[config.mk]
export PLATFORM = sky130hd
export DESIGN_NAME = gnf_div
export DESIGN_NICKNAME = d
export VERILOG_FILES = /design/src/rtl/gnf_div.sv
export SDC_FILE = /design/constraint.sdc
export NUM_CORES = 2
export LEC_CHECK = 0
export ABC_CLOCK_PERIOD_IN_PS = 3300
export BUFFER_PORTS_ARGS = -buffer_cell sky130_fd_sc_hd__buf_2
export CAP_MARGIN = 20
export CORE_MARGIN = 5
export CORE_UTILIZATION = 55
export DETAILED_ROUTE_END_ITERATION = 7
export HOLD_SLACK_MARGIN = 0.02
export PLACE_DENSITY = 0.74
export SYNTH_ARGS = -nofsm -noshare
export SYNTH_HDL_FRONTEND = slang
export SYNTH_SLANG_ARGS = --single-unit
[constraint.sdc]
create_clock -name i_clk -period 3.3 [get_ports i_clk]
set_input_delay 0.495 -clock i_clk [delete_from_list [all_inputs] [get_ports i_clk]]
set_output_delay 0.495 -clock i_clk [all_outputs]
set_load 0.02 [all_outputs]
[src/rtl/gnf_div.sv]
module gnf_div #(
    parameter int NW = 48,
    parameter int DW = 24
) (
    input  logic                 i_clk,
    input  logic                 i_rst_n,
    input  logic                 i_adv,
    input  logic                 i_valid,
    input  logic                 i_neg,
    input  logic                 i_zero,
    input  logic [NW-1:0]        i_num,
    input  logic [DW-1:0]        i_den,
    output logic                 o_valid,
    output logic signed [15:0]   o_value
);

    localparam int QB = 18;

    logic          r_v    [QB+1];
    logic          r_neg  [QB+1];
    logic          r_zero [QB+1];
    logic          r_sat  [QB+1];
    logic [NW-1:0] r_rem  [QB+1];
    logic [DW-1:0] r_den  [QB+1];
    logic [QB-1:0] r_q    [QB+1];

    // Entry: flag a quotient that cannot fit the bit budget
    always_ff @(posedge i_clk) begin
        if (!i_rst_n) r_v[0] <= 1'b0;
        else if (i_adv) r_v[0] <= i_valid;
    end
    always_ff @(posedge i_clk) begin
        if (i_adv) begin
            r_neg[0]  <= i_neg;
            r_zero[0] <= i_zero;
            r_sat[0]  <= i_num >= (NW'(i_den) << QB);
            r_rem[0]  <= i_num;
            r_den[0]  <= i_den;
            r_q[0]    <= '0;
        end
    end

    // One restoring step per stage, most significant quotient bit first
    for (genvar s = 1; s <= QB; s++) begin : g_step
        logic [NW-1:0] trial;
        logic          take;
        assign trial = NW'(r_den[s-1]) << (QB - s);
        assign take  = r_rem[s-1] >= trial;

        always_ff @(posedge i_clk) begin
            if (!i_rst_n) r_v[s] <= 1'b0;
            else if (i_adv) r_v[s] <= r_v[s-1];
        end
        always_ff @(posedge i_clk) begin
            if (i_adv) begin
                r_neg[s]  <= r_neg[s-1];
                r_zero[s] <= r_zero[s-1];
                r_sat[s]  <= r_sat[s-1];
                r_den[s]  <= r_den[s-1];
                r_rem[s]  <= take ? r_rem[s-1] - trial : r_rem[s-1];
                r_q[s]    <= r_q[s-1] | (QB'(take) << (QB - s));
            end
        end
    end

    // Apply the sign and clip to the output range
    always_comb begin
        if (r_zero[QB])
            o_value = 16'sd0;
        else if (r_neg[QB])
            o_value = (r_sat[QB] || r_q[QB] > QB'(32768)) ? -16'sd32768
                    : 16'(-$signed({1'b0, r_q[QB]}));
        else
            o_value = (r_sat[QB] || r_q[QB] > QB'(32767)) ? 16'sd32767
                    : 16'(r_q[QB]);
    end

    assign o_valid = r_v[QB];

endmodule

==> results.md <==
- Area Overhead vs Synth: 22.5%
- Grt ovf: 0
- Top-count cell post-synth: edfxtp_1
- Pins Over Slew Limit: 0
- Tmin final: 4200 ps
- Relative slew slack: 41.7%
- RSZ-0062 raised after global routing: yes
- Critical path endpoint category: output port
- Worst Hold End: r_v[16]$_DFF_P_
- Vias: 57,700
- Register area: 46,300 um^2
- Final nets: 8,501
- Cell depth of the worst flop-to-flop path: 11
- Die ar.: 155,000 um^2
- Ys flop type: edfxtp_1
- Failing checks: setup timing
- Worst hold path depth: 2
- Pleak: 39.0 nW
- Final setup fails: 110
- Ratio of cells with drive above 1 in the final layout: 20.8%
- Number of flops mapped to enable cells by yosys: 1,542
- Actual slew at the worst max-slew pin: 874 ps
- Vias in the first global route: 59,600
- FF+latch count, synth: 1,543
- CP Class: reg2out
- Clock skew: 65.3 ps
- Critical path launch point type: flip-flop
- Initial Utilization: 55.4%
- Post-synth top area share: 57.4%
- Dpl ws: -670 ps
- Die Y: 393 um
- Outcome: finished, violations left
- HP Class: in2reg
- Wire length of the first global-routing pass: 293 mm
- Vias per inst: 5.76
- Final WS setup: -905 ps
- RR Endpoint: r_rem[13][33]$_DFFE_PP_
- Total CTS buffers: 165
- DR DRC count: 0
- H-tree levels: 4
- Drt first pass iters: 6
- Clock transition at path regs: 60 ps
- Number of DRC markers in iteration 0: 3,095
- DIE WIDTH: 393 um
- FMAX: 238 MHz
- Post-synth top cells: edfxtp_1 (1,542), inv_1 (581), a21oi_1 (497), nand2_1 (497), nor2_1 (474)
- Critical Path RT: 2800 ps
- Hold Vio Cnt, Final: 0
- Synth top area cells: edfxtp_1 (57%), ha_1 (7.1%), xnor2_1 (3.3%), a21oi_1 (3.1%), xor2_1 (3.0%)
- Post-synthesis sequential area ratio: 57.4%
- Worst path arrival time: 3710 ps
- GRT Util Overall: 23.7%
- Tot Pwr: 77.4 mW
- Syn Std Cell Area: 80,700 um^2
- Syn Inst Count: 6,947
- Largest net degree at the start of global routing: 128
- Power Dens Cells: 783 nW/um^2
- Average size of a mapped cell: 11.6 um^2
- Register-to-register path setup slack: -250 ps
- Root buf cell: clkbuf_16
- Antenna violations before repair: 2
- Dominant cell type by area after synthesis: edfxtp_1
- Final wirelength: 189 mm
- CP Launch Point: r_q[18][0]$_DFFE_PP_
- Placeable Area: 146,000 um^2
- Peak VDD IR: 0.512 mV
- Hold Startpoint: i_rst_n
- Routed WL per cell: 18.8 um
- Finished Cell Area: 98,900 um^2
- Detail Route Antenna Nets: 0
- Post-Place Cell Area: 89,000 um^2
- RePlAce Congestion: 1.00
- Multi-input gate area: 34,400 um^2
- FF-to-FF Start: r_rem[12][38]$_DFFE_PP_
- TritonCTS clock tree: yes
- Mapped Nets: 7,499
- PortBufs: 94
- Max clock buf depth: 3
- Clock latency on the worst-skew pair: 830 ps
- Row cnt: 140
- Max-cap violations: 0
- Distinct cells, synth: 87
- CTS sink cnt: 1,543
- Tcrit/Tclk final: 127%
- Yosys warning total: 0
- Synth async-reset ratio: 0%
- Post-DP HPWL: 133 mm
- Crit path max fanout: 4
- Num ports: 95
- FILL cells: 10,000
metrics by stage:
| step | setup TNS [ps] | utilization (%) | hold WS [ps] | std cells |
|---|---|---|---|---|
| 3_3_place_gp | -33010 | 61.1 | 400 | 9520 |
| 3_5_place_dp | -41030 | 61.1 | 405 | 9520 |
| 6_report | -21750 | 67.9 | 105 | 10000 |
| 2_1_floorplan | -1750 | - | 400 | 6947 |
| 5_1_grt | -36020 | 67.9 | 87.8 | 10000 |
| 4_1_cts | -19470 | 66.4 | 45.4 | 9942 |
sequential cells by signal (all words and copies together) (netlist names):
signal  count
r_rem     864
r_den     432
r_q       171
r_neg      19
r_sat      19
r_v        19
r_zero     19
routing by layer:
metal,part of all wire [%],vias up,GRT usage [%],routed length (um)
li1,-,27800,-,-
met1,34,27700,22.0,63200
met2,56,1552,48.0,106000
met3,3.4,673,3.10,6400
met4,6.7,0,14.7,12600
met5,0,-,0,0
power by group:
| group | internal [mW] | leakage, nW | switching (mW) |
|---|---|---|---|
| Combinational | 13.9 | 21.4 | 16.0 |
| Sequential | 26.8 | 14.9 | 2.44 |
| Clock | 10.5 | 2.63 | 7.79 |
| Total | 51.2 | 39.0 | 26.2 |
cell families after synthesis:
kind of cell             after synthesis  share of synthesized area, %
flip-flops                          1543                          57.4
multiplexers                          80                          1.11
XOR/XNOR                             576                          6.25
buffers and inverters                739                          3.46
AND/OR/NAND/NOR                     1918                          11.8
adder cells (fa/ha/maj)              474                          7.50
AO/OA/AOI/OAI                       1617                          12.5
cell usage in the layout (no fill, tap or decap), types with 79 or more instances in the layout:
master,count
a21o_1,204
a21oi_1,469
buf_4,747
clkbuf_16,167
edfxtp_1,1542
ha_1,425
inv_1,566
nand2_1,484
nand2b_1,79
nand3_1,113
nand4_1,85
nor2_1,435
nor3_1,126
nor4_1,90
o21ai_0,341
xnor2_1,294
xor2_1,275
how the worst max path moves through the flow:
stage	end	slack [ps]	depth (start not counted)
global route	o_value[15]	-1000	9
CTS	o_value[15]	-930	9
finish	o_value[15]	-900	9
floorplan	o_value[15]	-150	8
detailed placement	r_rem[17][37]$_DFFE_PP_	-670	14
global placement	r_rem[17][37]$_DFFE_PP_	-840	14
repair_timing:
action / 4_1_cts / 5_1_grt
gates resized for setup: 274 / 388
gates cloned: 6 / 2
pin swaps: 104 / 162
endpoints found under the setup margin: 350 / 427
hold buffers: 75 / 0
buffers inserted: 40 / 71
hold endpoints to repair: 75 / 0
critical path, stage by stage, from the launching register on:
cell and delay [ps]:
edfxtp_1 390, or3_4 410, or3_4 350, or3_4 340
or3_4 350, or3_4 370, o211ai_1 170, o31ai_1 110
a311oi_2 250, buf_4 180
area by class of cell:
cell class / instances / share of cell area (%)
sequential: 1543 / 46.8
multi-input combinational: 4666 / 34.8
timing repair buffer: 989 / 8.21
clock buffer: 199 / 4.32
tap: 1917 / 2.42
inverter: 584 / 2.24
clock inverter: 104 / 1.20
antenna: 3 / 0.00759
Note: power is estimated with default switching activity, not from simulation.
